**config.mk**
```make
export PLATFORM = sky130hd
export DESIGN_NAME = dhf_div_unit
export DESIGN_NICKNAME = d
export VERILOG_FILES = /design/src/sv/dhf_pkg.sv /design/src/sv/dhf_div_unit.sv
export VERILOG_INCLUDE_DIRS = /design/src /design/src/sv
export SDC_FILE = /design/constraint.sdc
export NUM_CORES = 1
export LEC_CHECK = 0
export CAP_MARGIN = 0
export CORE_ASPECT_RATIO = 1.2
export CORE_MARGIN = 2
export CORE_UTILIZATION = 57
export DETAILED_ROUTE_END_ITERATION = 7
export DONT_BUFFER_PORTS = 1
export GPL_ROUTABILITY_DRIVEN = 0
export PLACE_DENSITY = 0.75
export SLEW_MARGIN = 20
export SYNTH_ARGS = -nofsm -noshare
export SYNTH_HDL_FRONTEND = slang
export SYNTH_SLANG_ARGS = --single-unit
```
**constraint.sdc**
```tcl
create_clock -name clk -period 2 [get_ports clk]
set_input_delay 0.3 -clock clk [delete_from_list [all_inputs] [get_ports clk]]
set_output_delay 0.3 -clock clk [all_outputs]
set_load 0.02 [all_outputs]
```
**src/sv/despeckle_hole_fill_filter_assert.svh**
```systemverilog
// ----------------------------------------------------------------------------
// Despeckle filter assertion macros
// Concurrent assertion helpers clocked on clk and disabled during rst.
// ----------------------------------------------------------------------------
`ifndef DESPECKLE_HOLE_FILL_FILTER_ASSERT_SVH
`define DESPECKLE_HOLE_FILL_FILTER_ASSERT_SVH

// same-cycle implication
`define DHF_ASSERT_IMP(label, ante, cons, msg) \
  label: assert property (@(posedge clk) disable iff (rst) (ante) |-> (cons)) \
    else $error(msg);

// next-cycle implication
`define DHF_ASSERT_NXT(label, ante, cons, msg) \
  label: assert property (@(posedge clk) disable iff (rst) (ante) |=> (cons)) \
    else $error(msg);

`endif

```
**src/sv/dhf_pkg.sv**
```systemverilog
// ----------------------------------------------------------------------------
// Despeckle filter package
// Sizes, register indexes, command codes, FSM states and shared structs.
// ----------------------------------------------------------------------------
package dhf_pkg;

  localparam int MAX_WIDTH  = 256;
  localparam int MAX_HEIGHT = 4096;

  localparam int COL_W  = (MAX_WIDTH > 1) ? $clog2(MAX_WIDTH) : 1;
  localparam int WCNT_W = $clog2(MAX_WIDTH + 1);
  localparam int ROW_W  = $clog2(MAX_HEIGHT);
  localparam int HCNT_W = ROW_W + 1;

  localparam int LEVEL_W      = 4;
  localparam int WIDTH_REG_W  = 9;
  localparam int HEIGHT_REG_W = 13;
  localparam int CFG_IDX_W    = 2;
  localparam int CFG_DATA_W   = 13;
  localparam int MAX_LEVEL    = 9;

  localparam logic [CFG_IDX_W-1:0] REG_LEVEL  = 2'd0;
  localparam logic [CFG_IDX_W-1:0] REG_WIDTH  = 2'd1;
  localparam logic [CFG_IDX_W-1:0] REG_HEIGHT = 2'd2;

  localparam int CH_W    = 8;
  localparam int PIX_W   = 3 * CH_W;
  localparam int SUM_W   = 11;
  localparam int CNT_W   = 4;
  localparam int BANK_W  = 2;
  localparam int NBANK   = 3;
  localparam int RAM_DEPTH = NBANK * MAX_WIDTH;
  localparam int RAM_AW  = $clog2(RAM_DEPTH);

  localparam int SLOT_W    = 4;
  localparam int NBR_SLOTS = 9;

  typedef enum logic {
    CMD_PIXEL = 1'b0,
    CMD_DRAIN = 1'b1
  } cmd_t;

  typedef enum logic [3:0] {
    ST_IDLE,
    ST_SELF_RD,
    ST_SELF_CHK,
    ST_NBR,
    ST_DIV_GO,
    ST_DIV_WAIT,
    ST_WR_RES,
    ST_WR_IN,
    ST_UPD
  } state_t;

  typedef struct packed {
    logic                       start;
    logic [CNT_W-1:0]           divisor;
    logic [2:0][SUM_W-1:0]      dividend;
  } div_req_t;

  typedef struct packed {
    logic                       done;
    logic [2:0][CH_W-1:0]       quotient;
  } div_rsp_t;

  function automatic logic [RAM_AW-1:0] ram_addr(input logic [BANK_W-1:0] bank,
                                                 input logic [COL_W-1:0] col);
    ram_addr = RAM_AW'(RAM_AW'(bank) * RAM_AW'(MAX_WIDTH)) + RAM_AW'(col);
  endfunction

  function automatic logic [BANK_W-1:0] bank_inc(input logic [BANK_W-1:0] bank);
    bank_inc = (bank == BANK_W'(NBANK - 1)) ? '0 : bank + 1'b1;
  endfunction

  function automatic logic [BANK_W-1:0] bank_dec(input logic [BANK_W-1:0] bank);
    bank_dec = (bank == '0) ? BANK_W'(NBANK - 1) : bank - 1'b1;
  endfunction

endpackage

```
**src/sv/dhf_div_unit.sv**
```systemverilog
// ----------------------------------------------------------------------------
// Despeckle filter divide unit
// Restoring divider, one quotient bit per cycle for all three channels.
// ----------------------------------------------------------------------------
`include "despeckle_hole_fill_filter_assert.svh"

module dhf_div_unit (
  input  logic              clk,
  input  logic              rst,
  input  dhf_pkg::div_req_t req,
  output dhf_pkg::div_rsp_t rsp
);

  localparam int STEP_W = $clog2(dhf_pkg::SUM_W + 1);

  logic                                  busy;
  logic                                  done;
  logic [STEP_W-1:0]                     step_cnt;
  logic [dhf_pkg::CNT_W-1:0]             dvs;
  logic [2:0][dhf_pkg::SUM_W-1:0]        dvd;
  logic [2:0][dhf_pkg::SUM_W-1:0]        quo;
  logic [2:0][dhf_pkg::CNT_W-1:0]        rem;
  logic [2:0][dhf_pkg::CNT_W-1:0]        rem_next;
  logic [2:0]                            qbit;

  always_comb begin
    logic [dhf_pkg::CNT_W:0] trial;
    for (int ch = 0; ch < 3; ch++) begin
      trial = {rem[ch], dvd[ch][dhf_pkg::SUM_W-1]};
      if (trial >= {1'b0, dvs}) begin
        qbit[ch]     = 1'b1;
        rem_next[ch] = dhf_pkg::CNT_W'(trial - {1'b0, dvs});
      end else begin
        qbit[ch]     = 1'b0;
        rem_next[ch] = dhf_pkg::CNT_W'(trial);
      end
    end
  end

  always_ff @(posedge clk) begin
    if (rst) begin
      busy     <= 1'b0;
      done     <= 1'b0;
      step_cnt <= '0;
    end else begin
      done <= busy && (step_cnt == STEP_W'(1));
      if (req.start) begin
        busy     <= 1'b1;
        step_cnt <= STEP_W'(dhf_pkg::SUM_W);
      end else if (busy) begin
        step_cnt <= step_cnt - 1'b1;
        if (step_cnt == STEP_W'(1)) begin
          busy <= 1'b0;
        end
      end
    end
  end

  always_ff @(posedge clk) begin
    if (req.start) begin
      dvs <= req.divisor;
      dvd <= req.dividend;
      rem <= '0;
      quo <= '0;
    end else if (busy) begin
      for (int ch = 0; ch < 3; ch++) begin
        dvd[ch] <= {dvd[ch][dhf_pkg::SUM_W-2:0], 1'b0};
        rem[ch] <= rem_next[ch];
        quo[ch] <= {quo[ch][dhf_pkg::SUM_W-2:0], qbit[ch]};
      end
    end
  end

  always_comb begin
    rsp.done = done;
    for (int ch = 0; ch < 3; ch++) begin
      rsp.quotient[ch] = quo[ch][dhf_pkg::CH_W-1:0];
    end
  end

  `DHF_ASSERT_NXT(a_start_busy, req.start, busy, "divider did not start")

endmodule

```
==> results.cfg <==
[cts]
cts_tree = built
root_buffer = clkbuf_8
cts_sinks = 79
clk_pin_slew_ns = 0.08
hold_buffers = 2
cts_setup_buffers = 0
cts_resized = 0
tritoncts.num_buffers = 9
insertion_delay_ns = 0.34
cts_max_path_buffers = 2
cts_max_level = 3

[cells_and_area]
syn2layout_area_growth_pct = 9.08
num-fill-cells = 494
multi_input_comb_area_sq_mm = 0.00152
drive_above_1_share_pct = 17.9
diodes = 0
nets = 360
regArea_sq_mm = 0.00195

[worst_setup_path]
critPathKind = reg -> reg
cp-end-kind = flip-flop
cp_top_family = compound AO/OA/AOI/OAI gates
crit_buf_inv = 1
cpPeakStageDelay_ns = 0.38
cp.depth = 6
ff2ff_path_depth = 6
cp_max_fo = 8
startpoint = dvs[1]
worst-endpoint-arrival_ns = 2.13
critPathSlowestCell = edfxtp_1
crit_end = rem[5]
path_cells = inv_1, ha_1, nor2b_4, o31a_4, or3_1, a32o_1
rr_endpoint = rem[5]
worst_ep_required_time_ns = 2.24
r2r-start = dvs[1]
regToRegSetupSlack_ns = 0.11
cp-start-kind = flip-flop

[grt]
grt_first_pass_wirelength_um = 10500
grt_pass1_vias = 2277
grt.total_usage_pct = 19.3
grt_max_degree = 72
overflow = 0
antenna_found_initial = 0

[drt]
drc = 0
wl_um = 6130
wl_met1_um = 2550
vias_per_cell = 5.58
highest_layer = met4
vias = 2178
ant_nets = 0
wl_met2_um = 3170
detail_route.first_pass.iterations = 4
met3_length_um = 307
drtIter0Drc = 97
wl_per_cell_um = 15.7

[yosys]
synth_seq_cells = 79
ys_types = 41
yosys-top-cells-area = edfxtp_1, dfxtp_1, mux2_2
synth_edf_count = 37
yosys.area.top_type_share_pct = 31.0
syn_area_per_cell_sq_um = 11.9
synthCells = 300
netlist_area_sq_mm = 0.00358
yosysSeqAreaShare_pct = 54.5
yosysWarnings = 0
synth.largest_area_cell = edfxtp_1
synth_nets = 357
synthArstFlopShare_pct = 0
synth_ff_type = dfxtp_1

[power_and_ir_drop]
p_leak_uw = 0.00149
p_per_area_mw_per_mm2 = 998
total_power_uw = 3900
ir_worst_vdd_mv = 0.602

[floorplan]
coreArea_sq_mm = 0.00605
start_util_pct = 59.2
rows = 31
dieArea_sq_mm = 0.00694
dieWidth_um = 76.4
die_h_um = 90.9
io_pins = 65

[timing]
rsz0062_at_grt = false
slew_viol_final = 0
hold_viol_final = 0
period_share_pct = 94.7
skew_ns = 0.00806
final-setup-viol-count = 0
tightest_slew_ns = 0.453
post-route-min-period_ns = 1.89
finalSetupTns_ns = 0
max_freq_mhz = 528
slew_headroom_pct = 69.8

[placement]
portBuffers = 0
dp_hpwl_um = 4090

[run_status]
status = finished, final reports clean

[hold_path]
hold_path_class = in -> reg

[run]
max_cap_violations = 0
[area by class of cell]
class                   count  share of cell area, %
inverters                  12                   1.15
multi-input cells         195                   38.9
well taps                  82                   2.62
repair buffers              6                   1.66
clock buffers              13                   5.18
flip-flops and latches     79                   50.0
clock inverters             3                  0.480
[flip-flops by register name, summed over array words and instances (netlist names)]
name,cells
dvd,33
rsp,24
rem,12
dvs,4
step_cnt,4
busy,1
done,1
[worst register-to-register path, stage by stage, from the launching register on]
cell and delay [ns]:
edfxtp_1 0.38, inv_1 0.12, ha_1 0.26, nor2b_4 0.14, o31a_4 0.31, or3_1 0.33, a32o_1 0.25
[Yosys cell counts (4+ instances only)]
master    instances
o21ai_0           4
o21a_1            8
nor2_1           42
mux2_2           30
ha_1             14
nor2b_1           5
clkbuf_1          5
buf_2             7
a21oi_1           4
mux2i_1          21
dfxtp_1          42
a211oi_1          4
nand2_1          13
inv_1            12
o32ai_1           4
edfxtp_1         37
[through the flow]
step                instances  worst slack (ns)  util (%)  hold slack, ns  area, sq um
CTS                       389             0.113      64.5        0.000342         3900
global route              390            0.0354      64.6          0.0175         3910
detailed placement        371             0.122      60.5           0.369         3660
finish                    390             0.105      64.6          0.0498         3910
global placement          371             0.175      60.5           0.369         3660
floorplan                 300            0.0644         -           0.372         3580
[how the worst min path moves through the flow]
stage	startpoint	to	slack (ns)	depth (start not counted)
5_1_grt	req[36]	dvs[3]	0.02	0
6_report	req[34]	dvs[1]	0.05	0
2_1_floorplan	rst	busy	0.37	1
4_1_cts	rst	step_cnt[2]	0.0003	1
3_3_place_gp	rst	busy	0.37	1
3_5_place_dp	rst	busy	0.37	1
[metal layers]
| metal | global-route usage (%) | vias up |
|---|---|---|
| met3 | 6.50 | 6 |
| met2 | 31.7 | 45 |
| met1 | 22.4 | 1043 |
| li1 | - | 1084 |
| met5 | 0 | - |
| met4 | 9.85 | 0 |
[report_power, final]
part	internal [uW]	total (uW)	leakage [uW]	switching (uW)
clock	676	1230	0.000115	553
sequential	1860	1950	0.000715	95.8
combinational	346	721	0.000664	375
total	2880	3900	0.00149	1020
[placed cells by master (no fill, tap or decap), types with 2 or more instances in the layout]
| cell | n |
|---|---|
| a2111oi_0 | 2 |
| a211oi_1 | 4 |
| a21oi_1 | 4 |
| and2_1 | 3 |
| buf_4 | 2 |
| clkbuf_16 | 3 |
| clkbuf_8 | 9 |
| clkinv_2 | 2 |
| dfxtp_1 | 41 |
| dlygate4sd3_1 | 3 |
| edfxtp_1 | 37 |
| fa_1 | 3 |
| ha_1 | 14 |
| inv_1 | 12 |
| mux2_2 | 30 |
| mux2i_1 | 21 |
| nand2_1 | 13 |
| nand4_1 | 3 |
| nor2_1 | 42 |
| nor2b_1 | 5 |
| nor3_1 | 3 |
| nor4b_1 | 2 |
| o211ai_1 | 2 |
| o21a_1 | 8 |
| o21ai_0 | 4 |
| o311ai_1 | 3 |
| o31a_1 | 2 |
| o31ai_1 | 3 |
| o32ai_1 | 4 |
| or2_1 | 2 |
| or2_2 | 3 |
| xnor2_1 | 3 |
| xor2_1 | 3 |
[logic make-up after synthesis]
| logic type | Yosys count | share of synthesized area [%] |
|---|---|---|
| and+or+nand+nor | 81 | 10.6 |
| DFF | 79 | 54.5 |
| muxes | 51 | 15.3 |
| AOI/OAI and AO/OA | 40 | 8.59 |
| buffers and inverters | 26 | 3.07 |
| adders and majority gates | 17 | 6.56 |
| xor gates and xnor gates | 6 | 1.47 |
No activity file was read; power rests on OpenSTA's default activity.
